`config.mk`:
```
export PLATFORM = sky130hd
export DESIGN_NAME = pls_cell
export DESIGN_NICKNAME = d
export VERILOG_FILES = /design/src/design/packed_list_store_unit_assert.svh /design/src/design/pls_pkg.sv /design/src/design/pls_cell.sv
export SDC_FILE = /design/constraint.sdc
export NUM_CORES = 1
export LEC_CHECK = 0
export BUFFER_PORTS_ARGS = -buffer_cell sky130_fd_sc_hd__buf_2
export CORE_ASPECT_RATIO = 0.75
export CORE_MARGIN = 2
export CORE_UTILIZATION = 46
export DETAILED_ROUTE_END_ITERATION = 16
export PLACE_DENSITY = 0.85
export SLEW_MARGIN = 20
export SYNTH_ARGS = -nofsm -noshare
export SYNTH_HDL_FRONTEND = slang
export SYNTH_SLANG_ARGS = --single-unit
```
`constraint.sdc`:
```
create_clock -name clk_i -period 3.8 [get_ports clk_i]
set_input_delay 0.57 -clock clk_i [delete_from_list [all_inputs] [get_ports clk_i]]
set_output_delay 0.57 -clock clk_i [all_outputs]
set_load 0.02 [all_outputs]
```
`src/design/packed_list_store_unit_assert.svh`:
```
// Assertion macros shared by the packed list store modules.
// Each macro expects clk_i and rst_ni to be visible where it is used.
`ifndef PACKED_LIST_STORE_UNIT_ASSERT_SVH
`define PACKED_LIST_STORE_UNIT_ASSERT_SVH

// Checks a property on every rising clock edge outside reset.
`define PLS_ASSERT(lbl, prop, msg) \
  lbl: assert property (@(posedge clk_i) disable iff (!rst_ni) prop) else $error(msg);

// Checks that a condition never holds outside reset.
`define PLS_ASSERT_NEVER(lbl, cond, msg) \
  lbl: assert property (@(posedge clk_i) disable iff (!rst_ni) !(cond)) else $error(msg);

`endif

```
`src/design/pls_pkg.sv`:
```
// Package for the packed list store: sizes, codes and the cell command struct.
// Used by pls_cell, pls_ctrl and packed_list_store_unit; depends on nothing.
`timescale 1ns / 1ps

package pls_pkg;

  localparam int Depth  = 1024;
  localparam int IdxW   = $clog2(Depth);
  localparam int CntW   = $clog2(Depth + 1);
  localparam int DataW  = 32;
  localparam int ActW   = 3;
  localparam int IndexW = 10;
  localparam int CfgW   = 11;
  localparam int CountW = 11;
  localparam int StatW  = 2;
  localparam int ProdW  = 2 * CfgW;
  localparam int InW    = 48;
  localparam int OutW   = 48;

  typedef enum logic [ActW-1:0] {
    ACT_APPEND = 3'd0,
    ACT_READ   = 3'd1,
    ACT_WRITE  = 3'd2,
    ACT_POP    = 3'd3,
    ACT_REMOVE = 3'd4
  } pls_action_e;

  typedef enum logic [StatW-1:0] {
    STAT_OK    = 2'd0,
    STAT_FULL  = 2'd1,
    STAT_RANGE = 2'd2,
    STAT_EMPTY = 2'd3
  } pls_status_e;

  typedef enum logic {
    CFG_ROWS = 1'b0,
    CFG_COLS = 1'b1
  } pls_cfg_e;

  // Command broadcast to every cell of the chain.
  typedef struct packed {
    logic             wr;        // load value into the cell at idx
    logic             shift;     // cells at idx and above take their upper neighbor
    logic             rd_load;   // every cell copies its entry into its read stage
    logic             rd_shift;  // read stages move one cell toward cell zero
    logic [IdxW-1:0]  idx;
    logic [DataW-1:0] value;
  } pls_cmd_t;

endpackage

```
`src/design/pls_cell.sv`:
```
// One cell of the list chain: holds one entry and one read-out stage.
// Depends on pls_pkg for the command struct and widths.
`timescale 1ns / 1ps

module pls_cell (
  input  logic                      clk_i,
  input  pls_pkg::pls_cmd_t         cmd_i,
  input  logic [pls_pkg::IdxW-1:0]  pos_i,
  input  logic [pls_pkg::DataW-1:0] next_data_i,
  input  logic [pls_pkg::DataW-1:0] next_rd_i,
  output logic [pls_pkg::DataW-1:0] data_o,
  output logic [pls_pkg::DataW-1:0] rd_o
);
  import pls_pkg::*;

  logic [DataW-1:0] data_q, data_d;
  logic [DataW-1:0] rd_q, rd_d;

  always_comb begin
    data_d = data_q;
    if (cmd_i.wr && (pos_i == cmd_i.idx)) begin
      data_d = cmd_i.value;
    end else if (cmd_i.shift && (pos_i >= cmd_i.idx)) begin
      data_d = next_data_i;
    end
  end

  always_comb begin
    rd_d = rd_q;
    if (cmd_i.rd_load) begin
      rd_d = data_q;
    end else if (cmd_i.rd_shift) begin
      rd_d = next_rd_i;
    end
  end

  // Entries are undefined until written, so the cell carries no reset.
  always_ff @(posedge clk_i) begin
    data_q <= data_d;
    rd_q   <= rd_d;
  end

  assign data_o = data_q;
  assign rd_o   = rd_q;

endmodule

```
* Word level (Yosys, flattened, before mapping)
Index checks and enable logic that the tools add are counted.
** Operators by class
- Muxes and demuxes :: 4
- Eq/ne operators :: 1
- Reduce and logical (&&, ||, !) cells :: 4
- Magnitude comparators :: 1
** Operators with widths (number)
- 2-to-1 mux 32 bit :: 4
- == test 10 bit :: 1
- greater-or-equal comparator 10 bit :: 1
- nonzero test 2 bit :: 2
- logical AND 1 bit :: 2
** Word-level totals
- Word-level logic and storage cells :: 12
- Output and inout bits :: 64
- Register bits after elaboration :: 64
- Bits of input ports :: 121

* Logic depth before layout (Yosys ltp)
Gate-level depths: netlist (run 1).
- Depth after elaboration :: 4
- Gate-level depth with buffers :: 6
- Depth with buffers taken out :: 6

* Worst setup path before layout (run 1)
No wires, ideal clock.
- Kind :: input port to flip-flop
- From :: input port cmd_i[41] (netlist name)
- To :: register data_q[0], in the netlist data_o[0], enable pin
- Library setup time :: 391 ps
- Data arrival time :: 2376 ps
- Cell stages on the path :: 6
- Required time :: 3409 ps
- Path slack :: 1033 ps
- Cell sequence :: inv_1 > ha_1 > nand4_2 > nor3_4 > buf_6 > o22a_1
** On the way
- Longest elaborated chain between the ends :: 3
- Elaborated cells between the ends (all ways) :: 5
** Ends and longest elaborated chain
- from (decl) :: RTL line pls_cell.sv:7 : input pls_pkg::pls_cmd_t cmd_i,
- greater-or-equal comparator 10 bit or == test 10 bit (tied branches) :: RTL line pls_cell.sv:23, pls_cell.sv:21
- logical AND 1 bit, on equally long branches :: RTL line pls_cell.sv:23, pls_cell.sv:21
- nonzero test 2 bit (no source line) (*)
- to (signal assigned) :: RTL line pls_cell.sv:39 : data_q <= data_d;
- to (decl) :: RTL line pls_cell.sv:16 : logic [DataW-1:0] data_q, data_d;
Every way passes the cells marked *; elsewhere a longest branch is shown, timed or not.
A chain may end at the register's enable or synchronous reset.

* Worst setup path in the final report (run 1)
- From :: input port cmd_i[41] (netlist name)
- To :: register data_q[31], in the netlist data_o[31], enable pin
The elaborated chain is that of the path after synthesis.

==> results.json, run 1 <==
{
  "status": "finished, final reports clean",
  "clockRootBuffer": "clkbuf_8",
  "cts_tree": "built",
  "cap_violations": 0,
  "synth.avg_cell_area_um2": 17.4,
  "timing.rr.start": "data_o[24]",
  "finalSetupViolCount": 0,
  "htreeDepth": 3,
  "endpoint": "data_o[31]",
  "grt_pass1_wl_um": 10700,
  "post_cts_buffers": 0,
  "hold_viol": 0,
  "routed_wl_um": 6770,
  "fin_crit_sh_pct": 62.7,
  "fin_ws_ns": 1.42,
  "track_usage_pct": 19.9,
  "pre_cts_slack_ns": 1.05,
  "clkTransAtPathRegs_ns": 0.07,
  "period_minus_slack_ns": 2.38,
  "worstSetupPathType": "in -> reg",
  "die_x_um": 96.8,
  "gp_congestion": 0.809,
  "hp-start": "next_data_i[3]",
  "grt_pass1_vias": 2296,
  "final_cell_mix": "buf_2 (184), edfxtp_1 (64), mux2_2 (60), inv_1 (10), ha_1 (10)",
  "synth.yosys.seq_area_share_pct": 64.6,
  "crit_path_max_fanout": 33,
  "timing.fmax_mhz": 420,
  "port_buffers": 184,
  "r2r-end": "rd_o[24]",
  "drive_above_1_share_pct": 72.1,
  "nets": 493,
  "syn_nets": 302,
  "hold_path.class": "in -> reg",
  "tightestPinTransition_ns": 0.770,
  "ios": 185,
  "wl_per_cell_um": 15.1,
  "crit_path_end_kind": "flip-flop",
  "cp.required_ns": 3.78,
  "die_h_um": 73.6,
  "via_count": 2148,
  "post_cts_resized": 0,
  "r2r_slack_ns": 2.85,
  "syn_area_um2": 2970,
  "clock_latency_ns": 0.33,
  "grt-ovfl-total": 0,
  "ff2ff_path_depth": 1,
  "drv_slew": 0,
  "synth.distinct_cells": 18,
  "startpoint": "cmd_i[41]",
  "synth-seq-cells": 64,
  "grt_max_degree": 34,
  "powerDensity_nw_per_um2": 427,
  "syn_to_final_growth_pct": 39.6,
  "floorplan.rows": 25,
  "cts.sinks": 64,
  "viasPerCell": 4.81,
  "n_antenna_cell": 0,
  "hpwl_um": 5210,
  "instances_no_fill": 447,
  "peakVddDrop_mv": 0.234,
  "syn_inst": 171,
  "cts_buffers": 9,
  "fill_cells": 479,
  "hold_slack_ns": 0.516,
  "postCtsHoldBufs": 0,
  "place_area_um2": 3970,
  "ant_nets": 0,
  "max_slew_margin_pct": 48.6,
  "antenna_found_initial": 0,
  "die_area_um2": 7130,
  "drc": 0,
  "finalClockSkew_ns": 0.00909,
  "start_util_pct": 47.3,
  "cts_buffer_depth": 2,
  "drt-pass1-iter-count": 4,
  "rsz0062_at_grt": "false",
  "ys_warn_count": 0,
  "arrival_ns": 2.37,
  "core_area_um2": 6290,
  "fin_tns_setup_ns": 0,
  "start_kind": "input port",
  "dp.cells": 432,
  "power_leakage_nw": 1.88,
  "final_common_cell": "buf_2",
  "postLayoutCellArea_um2": 4150,
  "drt-initial-drc-count": 66
}
==> layer usage <==
metal	wire length, um	vias to the layer above	global-route usage [%]
met5	0	-	0
met4	120	0	7.67
met3	664	16	8.56
met2	3340	114	35.2
met1	2650	976	21.6
li1	-	1042	-
==> per-stage QoR <==
stage	power, W	util, %
after floorplan	0.00109	-
after global placement	0.00123	63.1
after detailed placement	0.00124	63.1
after CTS	0.00179	66.0
after global routing	0.00185	66.0
final	0.00177	66.0
==> flip-flops by register name (all words and copies together) (netlist names) <==
signal and cells:
data_o 32, rd_o 32
==> layout make-up <==
class                      count  area [um2]  share of cell area (%)
tap                           81         101                    2.44
timing repair buffer         187         943                    22.7
clock buffer                   9         124                    2.99
sequential                    64        1920                    46.3
clock inverter                 6        60.1                    1.45
multi-input combinational     90         961                    23.2
inverter                      10        37.5                   0.905
==> cells in the mapped netlist, drive strengths merged <==
master / count / area, um2
or2: 1 / 6.26
mux2: 64 / 721
o22a: 1 / 8.76
nor3: 1 / 16.3
buf: 6 / 48.8
ha: 10 / 125
a21o: 2 / 15.0
a21oi: 4 / 20.0
clkbuf: 1 / 3.75
edfxtp: 64 / 1920
inv: 10 / 37.5
nand4: 2 / 18.8
nand2b: 1 / 6.26
o311ai: 1 / 8.76
nand3: 3 / 15.0
==> power by group <==
part	switching, W	internal [W]	leakage [nW]
clock network	0.000253	0.000297	0.0929
logic	0.000186	0.000145	1.17
registers	0.0000262	0.000866	0.624
==> worst min-delay path by stage <==
stage / slack, ns / depth (start not counted) / to
finish: 0.52 / 2 / data_o[3]
global route: 0.51 / 2 / rd_o[7]
CTS: 0.51 / 2 / data_o[3]
detailed placement: 0.56 / 1 / rd_o[13]
global placement: 0.55 / 1 / rd_o[5]
floorplan: 0.72 / 1 / rd_o[22]
==> worst max-delay path, cell delays in order <==
cell     delay [ns]
buf_2          0.07
inv_1          0.04
ha_1           0.32
nand4_2        0.17
nor3_4         0.20
buf_4          0.41
o22a_1         0.19
buf_4          0.36
==> cells by family (layout without fill, tap and decap cells) <==
group | Yosys count | in the layout | share of synthesized area, %
muxes | 64 | 64 | 24.2
buffers and inverters | 17 | 212 | 3.03
AOI/OAI and AO/OA | 8 | 8 | 1.77
adders and majority gates | 10 | 10 | 4.21
and+or+nand+nor | 8 | 8 | 2.10
DFF | 64 | 64 | 64.6
Power figures use the tool's default switching activity.
==> run 2: changes to the inputs <==
--- a/config.mk
+++ b/config.mk
@@ -8,9 +8,9 @@
 export BUFFER_PORTS_ARGS = -buffer_cell sky130_fd_sc_hd__buf_2
 export CORE_ASPECT_RATIO = 0.75
 export CORE_MARGIN = 2
-export CORE_UTILIZATION = 46
+export CORE_UTILIZATION = 39
 export DETAILED_ROUTE_END_ITERATION = 16
-export PLACE_DENSITY = 0.85
+export PLACE_DENSITY = 0.77
 export SLEW_MARGIN = 20
 export SYNTH_ARGS = -nofsm -noshare
 export SYNTH_HDL_FRONTEND = slang
==> constraint.sdc (replaced) <==
create_clock -name clk_i -period 2.1 [get_ports clk_i]
set_input_delay 0.315 -clock clk_i [delete_from_list [all_inputs] [get_ports clk_i]]
set_output_delay 0.315 -clock clk_i [all_outputs]
set_load 0.02 [all_outputs]
==> run 2 against run 1 <==
  * Power up 89%
  * Final area up 3.5%
  * Sequential cell count unchanged
  * Highest routed layer unchanged
  * Clock-buffer cell count up 2
  * Global-route usage down 2.2 points
==> results.json, run 2 (same netlist as run 1, synthesis figures left out) <==
{
  "status": "finished, final reports clean",
  "fin_total_pwr_w": 0.00336,
  "cts.sinks": 64,
  "cts_buffers": 9,
  "fill_cells": 647,
  "finalClockSkew_ns": 0.00659,
  "drt-pass1-iter-count": 4,
  "rsz0062_at_grt": "false",
  "syn_to_final_growth_pct": 44.4,
  "ios": 185,
  "cap_violations": 0,
  "tightestPinTransition_ns": 0.434,
  "grt-ovfl-total": 0,
  "post_cts_resized": 0,
  "max_slew_margin_pct": 70.7,
  "nets": 499,
  "peakVddDrop_mv": 0.436,
  "fin_tns_setup_ns": 0,
  "via_count": 2167,
  "arrival_ns": 1.84,
  "final_common_cell": "buf_2",
  "postCtsHoldBufs": 0,
  "core_area_um2": 7360,
  "clock_latency_ns": 0.33,
  "routed_wl_um": 7120,
  "die_x_um": 105,
  "track_usage_pct": 17.7,
  "finalSetupViolCount": 0,
  "clkTransAtPathRegs_ns": 0.07,
  "power_leakage_nw": 1.93,
  "cp_slowest_stage_delay_ns": 0.49,
  "htreeDepth": 3,
  "hpwl_um": 5690,
  "path_cells": "buf_2 > inv_1 > ha_1 > nand4_1 > o311ai_0 > o22a_4 > buf_12",
  "die_h_um": 79.6,
  "period_minus_slack_ns": 1.80,
  "crit_slowest_cell": "o311ai_0",
  "cts_tree": "built",
  "final_cell_mix": "buf_2 (184), edfxtp_1 (64), mux2_2 (60), inv_1 (10), ha_1 (10)",
  "die_area_um2": 8340,
  "worstSetupPathType": "in -> reg",
  "start_util_pct": 40.4,
  "powerDensity_nw_per_um2": 781,
  "drv_slew": 0,
  "hold_viol": 0,
  "crit_path_max_fanout": 19,
  "cts_buffer_depth": 2,
  "floorplan.rows": 27,
  "hold_path.class": "in -> reg",
  "n_antenna_cell": 0,
  "post_cts_buffers": 0,
  "drt-initial-drc-count": 16,
  "drc": 0,
  "gp_congestion": 0.794,
  "fin_ws_ns": 0.297,
  "grt_pass1_wl_um": 11100,
  "drive_above_1_share_pct": 72.7,
  "grt_pass1_vias": 2345,
  "port_buffers": 184,
  "viasPerCell": 4.57,
  "wl_per_cell_um": 15.0,
  "cp.required_ns": 2.13,
  "antenna_found_initial": 0,
  "crit_path_end_kind": "flip-flop",
  "timing.fmax_mhz": 555,
  "start_kind": "input port",
  "ant_nets": 0,
  "clockRootBuffer": "clkbuf_8",
  "grt_max_degree": 20,
  "fin_crit_sh_pct": 85.9,
  "pre_cts_slack_ns": -0.0728
}
==> run 2: metrics by stage <==
step                      area [um2]  cells  hold WS, ns  utilization, %
after floorplan                 2980    171        0.516               -
after global placement          4080    458        0.555            55.4
after detailed placement        4080    458        0.559            55.4
after CTS                       4290    474        0.263            58.3
after global routing            4290    474        0.256            58.3
final                           4290    474        0.285            58.3
==> run 2: worst max-delay path: cells and delay by family <==
family | cells | cell delay [ns]
fa+ha+maj | 1 | 0.29
buf+inv | 3 | 0.27
simple gates | 1 | 0.21
compound gates | 2 | 0.74
==> run 2: metal layers <==
layer	up-vias	part of all wire (%)	track usage [%]
li1	1053	-	-
met1	984	37	17.7
met2	114	52	32.3
met3	16	9.0	6.53
met4	0	2.0	9.07
met5	-	0	0
==> run 2: worst paths after layout <==
kind,cells past startpoint,endpoint,from,slack (ns)
worst min-delay path,2,data_o[6],next_data_i[6],0.28
worst max register to register,1,rd_o[17],data_o[17],1.17
worst max-delay path,7,data_o[20],cmd_i[36],0.30
worst min register to register,1,rd_o[7],data_o[7],0.57
==> run 2: area by class of cell <==
cell class                 instances  area, um2  share of cell area, %
clock buffer                      11        131                   3.06
sequential                        64       1920                   44.8
clock inverter                     5       81.3                   1.89
multi-input combinational         90        970                   22.6
tap                              101        126                   2.94
inverter                          10       37.5                  0.874
timing repair buffer             193       1030                   23.9
==> run 2: where the power goes <==
group          switching, W  internal [W]  total [W]
Clock              0.000449      0.000669    0.00112
Sequential        0.0000466       0.00157    0.00161
Combinational      0.000344      0.000281   0.000625
