## config.mk

```make
export PLATFORM = sky130hd
export DESIGN_NAME = pls_ctrl
export DESIGN_NICKNAME = d
export VERILOG_FILES = /design/src/design/pls_pkg.sv /design/src/design/pls_ctrl.sv
export VERILOG_INCLUDE_DIRS = /design/src /design/src/design
export SDC_FILE = /design/constraint.sdc
export NUM_CORES = 1
export LEC_CHECK = 0
export ABC_AREA = 1
export ABC_CLOCK_PERIOD_IN_PS = 7900
export BUFFER_PORTS_ARGS = -buffer_cell sky130_fd_sc_hd__clkbuf_2
export CELL_PAD_IN_SITES_DETAIL_PLACEMENT = 0
export CELL_PAD_IN_SITES_GLOBAL_PLACEMENT = 1
export CORE_MARGIN = 5
export CORE_UTILIZATION = 35
export CTS_CLUSTER_DIAMETER = 150
export DETAILED_ROUTE_END_ITERATION = 8
export PLACE_DENSITY = 0.77
export SLEW_MARGIN = 10
export SYNTH_ARGS = -nofsm -noshare
export SYNTH_HDL_FRONTEND = slang
export SYNTH_SLANG_ARGS = --single-unit
```

## constraint.sdc

```tcl
create_clock -name clk_i -period 7.9 [get_ports clk_i]
set_input_delay 0.79 -clock clk_i [delete_from_list [all_inputs] [get_ports clk_i]]
set_output_delay 0.79 -clock clk_i [all_outputs]
set_load 0.01 [all_outputs]
```

## src/design/packed_list_store_unit_assert.svh

```systemverilog
// Assertion macros shared by the packed list store modules.
// Each macro expects clk_i and rst_ni to be visible where it is used.
`ifndef PACKED_LIST_STORE_UNIT_ASSERT_SVH
`define PACKED_LIST_STORE_UNIT_ASSERT_SVH

// Checks a property on every rising clock edge outside reset.
`define PLS_ASSERT(lbl, prop, msg) \
  lbl: assert property (@(posedge clk_i) disable iff (!rst_ni) prop) else $error(msg);

// Checks that a condition never holds outside reset.
`define PLS_ASSERT_NEVER(lbl, cond, msg) \
  lbl: assert property (@(posedge clk_i) disable iff (!rst_ni) !(cond)) else $error(msg);

`endif

```

## src/design/pls_pkg.sv

```systemverilog
// Package for the packed list store: sizes, codes and the cell command struct.
// Used by pls_cell, pls_ctrl and packed_list_store_unit; depends on nothing.
`timescale 1ns / 1ps

package pls_pkg;

  localparam int Depth  = 1024;
  localparam int IdxW   = $clog2(Depth);
  localparam int CntW   = $clog2(Depth + 1);
  localparam int DataW  = 32;
  localparam int ActW   = 3;
  localparam int IndexW = 10;
  localparam int CfgW   = 11;
  localparam int CountW = 11;
  localparam int StatW  = 2;
  localparam int ProdW  = 2 * CfgW;
  localparam int InW    = 48;
  localparam int OutW   = 48;

  typedef enum logic [ActW-1:0] {
    ACT_APPEND = 3'd0,
    ACT_READ   = 3'd1,
    ACT_WRITE  = 3'd2,
    ACT_POP    = 3'd3,
    ACT_REMOVE = 3'd4
  } pls_action_e;

  typedef enum logic [StatW-1:0] {
    STAT_OK    = 2'd0,
    STAT_FULL  = 2'd1,
    STAT_RANGE = 2'd2,
    STAT_EMPTY = 2'd3
  } pls_status_e;

  typedef enum logic {
    CFG_ROWS = 1'b0,
    CFG_COLS = 1'b1
  } pls_cfg_e;

  // Command broadcast to every cell of the chain.
  typedef struct packed {
    logic             wr;        // load value into the cell at idx
    logic             shift;     // cells at idx and above take their upper neighbor
    logic             rd_load;   // every cell copies its entry into its read stage
    logic             rd_shift;  // read stages move one cell toward cell zero
    logic [IdxW-1:0]  idx;
    logic [DataW-1:0] value;
  } pls_cmd_t;

endpackage

```

## src/design/pls_ctrl.sv

```systemverilog
// Controller of the packed list store: configuration, count, request decode,
// read sequencing and the result register. Depends on pls_pkg and the assert header.
`timescale 1ns / 1ps
`include "packed_list_store_unit_assert.svh"

module pls_ctrl (
  input  logic                      clk_i,
  input  logic                      rst_ni,
  input  logic                      cfg_we_i,
  input  logic                      cfg_index_i,
  input  logic [pls_pkg::CfgW-1:0]  cfg_data_i,
  input  logic                      in_valid_i,
  output logic                      in_ready_o,
  input  logic [pls_pkg::ActW-1:0]  in_action_i,
  input  logic [pls_pkg::DataW-1:0] in_value_i,
  input  logic [pls_pkg::IndexW-1:0] in_index_i,
  output pls_pkg::pls_cmd_t         cmd_o,
  input  logic [pls_pkg::DataW-1:0] rd0_i,
  output logic                      out_valid_o,
  input  logic                      out_ready_i,
  output logic [pls_pkg::DataW-1:0] out_read_value_o,
  output logic [pls_pkg::StatW-1:0] out_status_o,
  output logic [pls_pkg::CountW-1:0] out_count_o,
  output logic                      out_empty_flag_o
);
  import pls_pkg::*;

  typedef enum logic [1:0] {
    ST_IDLE  = 2'b01,
    ST_SHIFT = 2'b10
  } pls_state_e;

  pls_state_e        state_q, state_d;
  logic [CfgW-1:0]   rows_q, cols_q;
  logic [CntW-1:0]   count_q, count_d;
  logic [IdxW-1:0]   steps_q, steps_d;
  logic              out_valid_q, out_valid_d;
  logic [DataW-1:0]  rv_q, rv_d;
  pls_status_e       stat_q, stat_d;
  logic [CountW-1:0] cnt_out_q, cnt_out_d;
  logic              load;

  logic [ProdW-1:0]  prod;
  logic [CntW-1:0]   capacity;
  logic              full;
  logic              in_range;
  logic              accept;

  always_ff @(posedge clk_i or negedge rst_ni) begin
    if (!rst_ni) begin
      rows_q <= CfgW'(32);
      cols_q <= CfgW'(32);
    end else if (cfg_we_i) begin
      unique case (pls_cfg_e'(cfg_index_i))
        CFG_ROWS: rows_q <= cfg_data_i;
        CFG_COLS: cols_q <= cfg_data_i;
        default:  rows_q <= rows_q;
      endcase
    end
  end

  assign prod     = ProdW'(rows_q) * ProdW'(cols_q);
  assign capacity = (prod > ProdW'(Depth)) ? CntW'(Depth) : prod[CntW-1:0];
  assign full     = (count_q >= capacity) || (count_q >= CntW'(Depth));
  assign in_range = CntW'(in_index_i) < count_q;

  // A new request waits until the controller is idle and the result register is free or being emptied.
  assign in_ready_o = (state_q == ST_IDLE) && (!out_valid_q || out_ready_i);
  assign accept     = in_valid_i && in_ready_o;

  always_comb begin
    state_d      = state_q;
    count_d      = count_q;
    steps_d      = steps_q;
    load         = 1'b0;
    rv_d         = '0;
    stat_d       = STAT_OK;
    cmd_o        = '0;
    cmd_o.idx    = IdxW'(in_index_i);
    cmd_o.value  = in_value_i;
    unique case (state_q)
      ST_IDLE: begin
        if (accept) begin
          load = 1'b1;
          unique case (in_action_i)
            ACT_APPEND: begin
              if (full) begin
                stat_d = STAT_FULL;
              end else begin
                cmd_o.wr  = 1'b1;
                cmd_o.idx = count_q[IdxW-1:0];
                count_d   = count_q + CntW'(1);
              end
            end
            ACT_READ: begin
              if (!in_range) begin
                stat_d = STAT_RANGE;
              end else begin
                // The entry ripples down to cell zero, one cell per cycle.
                load          = 1'b0;
                cmd_o.rd_load = 1'b1;
                steps_d       = IdxW'(in_index_i);
                state_d       = ST_SHIFT;
              end
            end
            ACT_WRITE: begin
              if (!in_range) begin
                stat_d = STAT_RANGE;
              end else begin
                cmd_o.wr = 1'b1;
              end
            end
            ACT_POP: begin
              if (count_q == '0) begin
                stat_d = STAT_EMPTY;
              end else begin
                count_d = count_q - CntW'(1);
              end
            end
            ACT_REMOVE: begin
              if (!in_range) begin
                stat_d = STAT_RANGE;
              end else begin
                cmd_o.shift = 1'b1;
                count_d     = count_q - CntW'(1);
              end
            end
            default: begin
              stat_d = STAT_OK;
            end
          endcase
        end
      end
      ST_SHIFT: begin
        if (steps_q != '0) begin
          cmd_o.rd_shift = 1'b1;
          steps_d        = steps_q - IdxW'(1);
        end else begin
          load    = 1'b1;
          rv_d    = rd0_i;
          state_d = ST_IDLE;
        end
      end
      default: begin
        state_d = ST_IDLE;
      end
    endcase
  end

  assign cnt_out_d   = CountW'(count_d);
  assign out_valid_d = load || (out_valid_q && !out_ready_i);

  always_ff @(posedge clk_i or negedge rst_ni) begin
    if (!rst_ni) begin
      state_q     <= ST_IDLE;
      count_q     <= '0;
      steps_q     <= '0;
      out_valid_q <= 1'b0;
    end else begin
      state_q     <= state_d;
      count_q     <= count_d;
      steps_q     <= steps_d;
      out_valid_q <= out_valid_d;
    end
  end

  always_ff @(posedge clk_i) begin
    if (load) begin
      rv_q      <= rv_d;
      stat_q    <= stat_d;
      cnt_out_q <= cnt_out_d;
    end
  end

  assign out_valid_o      = out_valid_q;
  assign out_read_value_o = rv_q;
  assign out_status_o     = stat_q;
  assign out_count_o      = cnt_out_q;
  assign out_empty_flag_o = (cnt_out_q == '0);

  `PLS_ASSERT_NEVER(a_count_bound, count_q > CntW'(Depth), "count exceeds depth")
  `PLS_ASSERT_NEVER(a_shift_out_free, (state_q == ST_SHIFT) && out_valid_q,
                    "result register busy during read sequence")
  `PLS_ASSERT(a_read_enters_shift,
              accept && (in_action_i == ACT_READ) && in_range |=> state_q == ST_SHIFT,
              "read in range did not start the read sequence")
  `PLS_ASSERT(a_pop_decrements,
              accept && (in_action_i == ACT_POP) && (count_q != '0) |=>
              count_q == $past(count_q) - CntW'(1),
              "pop did not decrement the count")

endmodule

```

# == Word-level counts from Yosys, hierarchy flattened ==
# Index checks and enable logic that the tools add are counted.
# op_classes
n_addsub,3
n_mul,1
magnitude_cmp,4
eq_ne,11
muxes,39
bitwise,2
n_reduce_logical,20
# ops
cell,count
2-to-1 mux 10 bit,8
2-to-1 mux 11 bit,6
case mux 11 bit (3 select lines),1
"> comparator 22 x 11 -> 1 bit, second input constant",1
zero test 11 bit,2
multiplier 11 x 11 -> 22 bit,1
case mux 10 bit (2 select lines),1
2-to-1 mux 2 bit,6
"adder 11 x 1 -> 11 bit, second input constant",1
greater-or-equal comparator 11 bit,1
"greater-or-equal comparator 11 bit, second input constant",1
less-than comparator 10 x 11 -> 1 bit,1
2-to-1 mux 1 bit,11
"subtractor 11 x 1 -> 11 bit, second input constant",1
nonzero test 10 bit,1
"subtractor 10 x 1 -> 10 bit, second input constant",1
"!= test 2 bit, second input constant",4
"equality test 3 x 2 -> 1 bit, second input constant",2
2-to-1 mux 3 bit,2
case mux 2 bit (3 select lines),1
AND reduction 2 bit,3
AND reduction 5 bit,1
case mux 1 bit (2 select lines),2
case mux 2 bit (2 select lines),1
other kinds (14),20
# totals
regBits,91
input_bits,94
out_inout_bits,94
wordCells,89

# == Longest topological paths before layout ==
# logic_depth
depth_word,9
ltp_mapped,40
mapped_depth_nobuf,39

# == Least setup slack after synthesis ==
# Ideal clock, no wire load.
# synth_timing
kind,reg2out
start,register rows_q[5]
end,output port cmd_o[41] (netlist name)
arrival_time_ns,6.484
t_required_ns,7.110
path_slack_ns,0.626
path_stages_with_launch,34
n_path_buf,2
cell_sequence,dfstp_2 -> clkbuf_1 -> nand2_1 -> fa_1 -> fa_1 -> fa_1 -> inv_1 -> fa_1 -> inv_1 -> fa_1 -> inv_1 -> ha_1 -> nand2_2 -> inv_2 -> a21oi_2 -> nand2_2 -> nand2_2 -> nand2_1 -> nand2_2 -> nand2_1 -> nor2_1 -> nand3_2 -> nor2_4 -> nand3_1 -> ha_1 -> a21oi_1 -> o21a_1 -> nand2_1 -> nor2_4 -> nand3_2 -> inv_2 -> nand2_1 -> buf_4 -> o21ai_0
# synth_lines
element,line,text
start: declaration,pls_ctrl.sv:34,"logic [CfgW-1:0] rows_q, cols_q;"
start signal: assignment,pls_ctrl.sv:51,rows_q <= CfgW'(32);
start signal: assignment,pls_ctrl.sv:55,CFG_ROWS: rows_q <= cfg_data_i;
start signal: assignment,pls_ctrl.sv:57,default: rows_q <= rows_q;
end: declaration,pls_ctrl.sv:17,"output pls_pkg::pls_cmd_t cmd_o,"

==> results.rst <==
.. list-table::
   :header-rows: 1

   * - Metric
     - Value
   * - Outcome
     - completed
   * - CP Class
     - reg2out
   * - Placed Cells
     - 1,791
   * - Count of max-cap constraint violations
     - 0
   * - Wire length per cell
     - 13.96 um
   * - TritonCTS Sinks
     - 91
   * - Number of DRC violations after detailed-routing iteration 0
     - 516
   * - Total gr overflow
     - 0
   * - Vias per inst
     - 4.703
   * - TritonCTS clock tree
     - yes
   * - Number of hold-repair buffers added at the cts stage
     - 0
   * - Setup TNS after final layout
     - 0 ps
   * - Post-detail-place hpwl
     - 20,500 um
   * - Antenna violations before repair
     - 0
   * - Leak
     - 6.511 nW
   * - Most used flip-flop cell after synthesis
     - sky130_fd_sc_hd__edfxtp_1
   * - Area inside the core boundary
     - 28,470 um2
   * - Synthesized net count
     - 1,598
   * - Final clock skew
     - 12.93 ps
   * - Startpoint types
     - flop
   * - Source of the worst register-to-register timing path
     - rows_q[5]
   * - Count of state elements after synthesis
     - 91
   * - Number of levels the H-tree was split into
     - 3
   * - Fin Hold WS
     - 482.7 ps
   * - Average size of a mapped cell
     - 7.482 um2
   * - Highest-delay cell along the critical path
     - sky130_fd_sc_hd__dfstp_4
   * - Number of iterations in the first detailed-routing pass
     - 5
   * - Net switching power
     - 2.230 mW
   * - Remaining design rule violation count
     - 0
   * - Count of fill cells added during filler insertion
     - 2,950
   * - Syn Inst Count
     - 1,339
   * - Post-route minimum period
     - 7550 ps
   * - Count of non-filler cells in the finished layout
     - 1,843
   * - Ys async rst share
     - 0.5055
   * - Tot GR Track Use
     - 0.1571
   * - Post-Syn Area
     - 10,020 um2
   * - Die span in y
     - 179.2 um
   * - Boundary pin count
     - 188
   * - Worst stage delay on the critical path
     - 670 ps
   * - Sequential power share
     - 0.175
   * - Number of hold violations in the final report
     - 0
   * - Crit path top cell by count
     - sky130_fd_sc_hd__fa_1
   * - Initial core utilization
     - 0.3519
   * - Fraction of final layout cells with drive strength greater than 1
     - 0.2317
   * - Comb pwr share
     - 0.720
   * - Worst Setup End Kind
     - output port
   * - Share of the clock period used by the worst path after layout
     - 0.9556
   * - Total vias in the final route
     - 8,668
   * - Largest net degree at the start of global routing
     - 47
   * - P per Cell Area
     - 357.9 nW/um2
   * - Post-synth EDFFs
     - 45
   * - Number of nets at the end of the flow
     - 1,713
   * - Largest voltage drop on the vdd net
     - 0.1692 mV
   * - Clock transition time at the flip-flop clock pins of the worst setup and hold paths
     - 70 ps
   * - Clock root buffer
     - sky130_fd_sc_hd__clkbuf_16
   * - Worst slew margin
     - 0.3447
   * - Required time of the critical path
     - 7110 ps
   * - Die boundary width
     - 179.2 um
   * - Clock latency of the later-clocked register in the worst-skew pair
     - 350 ps
   * - Site row count
     - 62
   * - Vias in the first global route
     - 8,337
   * - Critical Path Source
     - rows_q[5]
   * - Worst-margin pin slew
     - 981.9 ps
   * - Number of routed nets with antenna violations
     - 0
   * - Sw Share
     - 0.5281
   * - Worst min-delay path startpoint
     - steps_q[8]
   * - Number of diodes
     - 0
   * - Post-synthesis to final-layout area growth
     - 17.77%
   * - Share of the yosys chip area belonging to registers
     - 0.2502
   * - Highest fanout seen on the critical path
     - 7
   * - Worst hold-check path type
     - reg2reg
   * - Number of warnings printed during yosys synthesis
     - 0
   * - Arrival @ worst endpoint
     - 6760 ps
   * - GP Congestion
     - 0.8717
   * - Global-route wire length before repair
     - 40,970 um
   * - Clock power frac
     - 0.105
   * - Maximum clock insertion buffer count
     - 2
   * - Floorplan die area
     - 32,110 um2
   * - Number of buffers added on ports
     - 123
   * - Final setup vio count
     - 0
   * - Top achievable clock speed
     - 132.5 MHz
   * - Final Max Tran Viols
     - 0
   * - Pint
     - 1.993 mW
   * - Number of buffers created by CTS
     - 9
   * - Synth cell types
     - 46
   * - Final routed wirelength across all metal layers
     - 25,730 um
[cells in the mapped netlist (2+ instances only)]
library cell / number / area share
sky130_fd_sc_hd__a21o_1: 3 / 0.0022
sky130_fd_sc_hd__a21oi_1: 30 / 0.015
sky130_fd_sc_hd__a21oi_2: 4 / 0.0035
sky130_fd_sc_hd__buf_4: 34 / 0.025
sky130_fd_sc_hd__clkbuf_1: 30 / 0.011
sky130_fd_sc_hd__clkinv_1: 2 / 0.00075
sky130_fd_sc_hd__dfrtp_1: 43 / 0.11
sky130_fd_sc_hd__dfstp_2: 3 / 0.0079
sky130_fd_sc_hd__edfxtp_1: 45 / 0.13
sky130_fd_sc_hd__fa_1: 80 / 0.16
sky130_fd_sc_hd__ha_1: 85 / 0.11
sky130_fd_sc_hd__inv_1: 304 / 0.11
sky130_fd_sc_hd__inv_2: 12 / 0.0045
sky130_fd_sc_hd__nand2_1: 325 / 0.12
sky130_fd_sc_hd__nand2_2: 18 / 0.011
sky130_fd_sc_hd__nand2_4: 2 / 0.0022
sky130_fd_sc_hd__nand3_1: 54 / 0.027
sky130_fd_sc_hd__nand3_2: 8 / 0.0080
sky130_fd_sc_hd__nand3b_1: 3 / 0.0022
sky130_fd_sc_hd__nand4_1: 15 / 0.0094
sky130_fd_sc_hd__nand4_2: 2 / 0.0025
sky130_fd_sc_hd__nor2_1: 98 / 0.037
sky130_fd_sc_hd__nor2_2: 13 / 0.0081
sky130_fd_sc_hd__nor2_4: 4 / 0.0045
sky130_fd_sc_hd__nor3_1: 14 / 0.0070
sky130_fd_sc_hd__nor3_2: 5 / 0.0050
sky130_fd_sc_hd__nor4_1: 4 / 0.0025
sky130_fd_sc_hd__o211ai_1: 2 / 0.0015
sky130_fd_sc_hd__o21ai_0: 51 / 0.025
sky130_fd_sc_hd__o21ai_1: 21 / 0.010
sky130_fd_sc_hd__o21ai_2: 2 / 0.0017
sky130_fd_sc_hd__o21bai_1: 2 / 0.0015
sky130_fd_sc_hd__o31ai_1: 3 / 0.0022
sky130_fd_sc_hd__xnor2_1: 2 / 0.0017
sky130_fd_sc_hd__xor2_1: 5 / 0.0044
[layout by cell type (no fill, tap or decap), types with 3 or more instances in the layout]
cell	instances
sky130_fd_sc_hd__dfrtp_2	15
sky130_fd_sc_hd__nor2_2	14
sky130_fd_sc_hd__a21oi_2	9
sky130_fd_sc_hd__dfrtp_1	28
sky130_fd_sc_hd__nor4_1	4
sky130_fd_sc_hd__o31ai_1	3
sky130_fd_sc_hd__edfxtp_1	45
sky130_fd_sc_hd__a21o_1	3
sky130_fd_sc_hd__ha_1	70
sky130_fd_sc_hd__nand3b_1	3
sky130_fd_sc_hd__o21ai_2	3
sky130_fd_sc_hd__buf_6	3
sky130_fd_sc_hd__nand2_2	30
sky130_fd_sc_hd__inv_2	17
sky130_fd_sc_hd__o21ai_1	22
sky130_fd_sc_hd__clkbuf_2	119
sky130_fd_sc_hd__nand2_1	307
sky130_fd_sc_hd__ha_2	3
sky130_fd_sc_hd__nand4_1	15
sky130_fd_sc_hd__nand3_1	48
sky130_fd_sc_hd__a21oi_1	24
sky130_fd_sc_hd__inv_1	298
sky130_fd_sc_hd__clkbuf_16	9
sky130_fd_sc_hd__nor3_1	12
sky130_fd_sc_hd__xor2_1	5
sky130_fd_sc_hd__buf_4	41
sky130_fd_sc_hd__buf_2	4
sky130_fd_sc_hd__fa_1	78
sky130_fd_sc_hd__nor2_1	94
sky130_fd_sc_hd__nor3_2	7
sky130_fd_sc_hd__nand3_2	12
sky130_fd_sc_hd__nor2_4	9
sky130_fd_sc_hd__nand2_4	8
sky130_fd_sc_hd__ha_4	12
sky130_fd_sc_hd__o21ai_0	49
[timing repair]
item / in CTS / in global routing
pin swaps: 1 / 27
setup buffers: 12 / 21
endpoints found under the setup margin: 11 / 11
gates resized for setup: 13 / 94
gates cloned: 1 / 2
[worst max-delay path: cells and delay by family (launching register included)]
family	cells	cell delay (ps)
adders and majority gates	7	3140
buffers and inverters	6	550
and+or+nand+nor	13	1360
AOI/OAI and AO/OA	4	670
DFF	1	670
[flip-flops by register name, indices dropped and copies added, names as in the netlist]
signal            count
out_read_value_o     32
rows_q               11
out_status_o          2
out_valid_o           1
out_count_o          11
state_q               2
count_q              11
cols_q               11
steps_q              10
[power groups by stage]
stage,logic (mW),registers [mW],clock network [mW]
3_5_place_dp,2.60,0.752,0
3_3_place_gp,2.60,0.751,0
5_1_grt,3.44,0.753,0.472
6_report,3.04,0.740,0.441
4_1_cts,2.65,0.741,0.455
2_1_floorplan,2.03,0.708,0
[area by class of cell]
class	count	area [um2]	area share
well taps	384	480.5	0.04072
repair buffers	168	977.2	0.08282
inverters	318	1196	0.1014
multi-input cells	866	6317	0.5354
clock buffers	9	225.2	0.01909
flip-flops and latches	91	2529	0.2143
clock inverters	7	73.82	0.006257
[stage by stage]
stage          setup slack (ps)  area [um2]  total power, mW    util
2_1_floorplan             625.7       10020            2.736       -
3_3_place_gp              260.7       10810            3.355  0.3798
3_5_place_dp              183.5       10810            3.356  0.3798
4_1_cts                   15.23       11230            3.849  0.3944
5_1_grt                  -6.328       11800            4.663  0.4144
6_report                  350.4       11800            4.223  0.4144
[kinds of logic after synthesis]
| logic type | share of synthesized area |
|---|---|
| buffers and inverters | 0.1575 |
| AND/OR/NAND/NOR | 0.2508 |
| AO/OA/AOI/OAI | 0.06944 |
| adder cells (fa/ha/maj) | 0.2660 |
| XOR/XNOR | 0.006120 |
| flip-flops | 0.2502 |
[worst paths after layout]
path	slack [ps]	endpoint	cells past startpoint
setup / recovery	350	cmd_o[35]	30
hold / removal	480	steps_q[8]	2
setup reg to reg	1020	out_count_o[4]	31
hold reg to reg	480	steps_q[8]	2
max in group asynchronous	6880	cols_q[4]	2
min in group asynchronous	550	out_valid_o	2
[routing by layer]
metal / up-vias / track usage / part of all wire
li1: 4283 / - / -
met1: 4122 / 0.2201 / 0.47
met2: 225 / 0.2529 / 0.46
met3: 38 / 0.02657 / 0.051
met4: 0 / 0.04030 / 0.018
met5: - / 0 / 0
No activity file was read; power rests on OpenSTA's default activity.
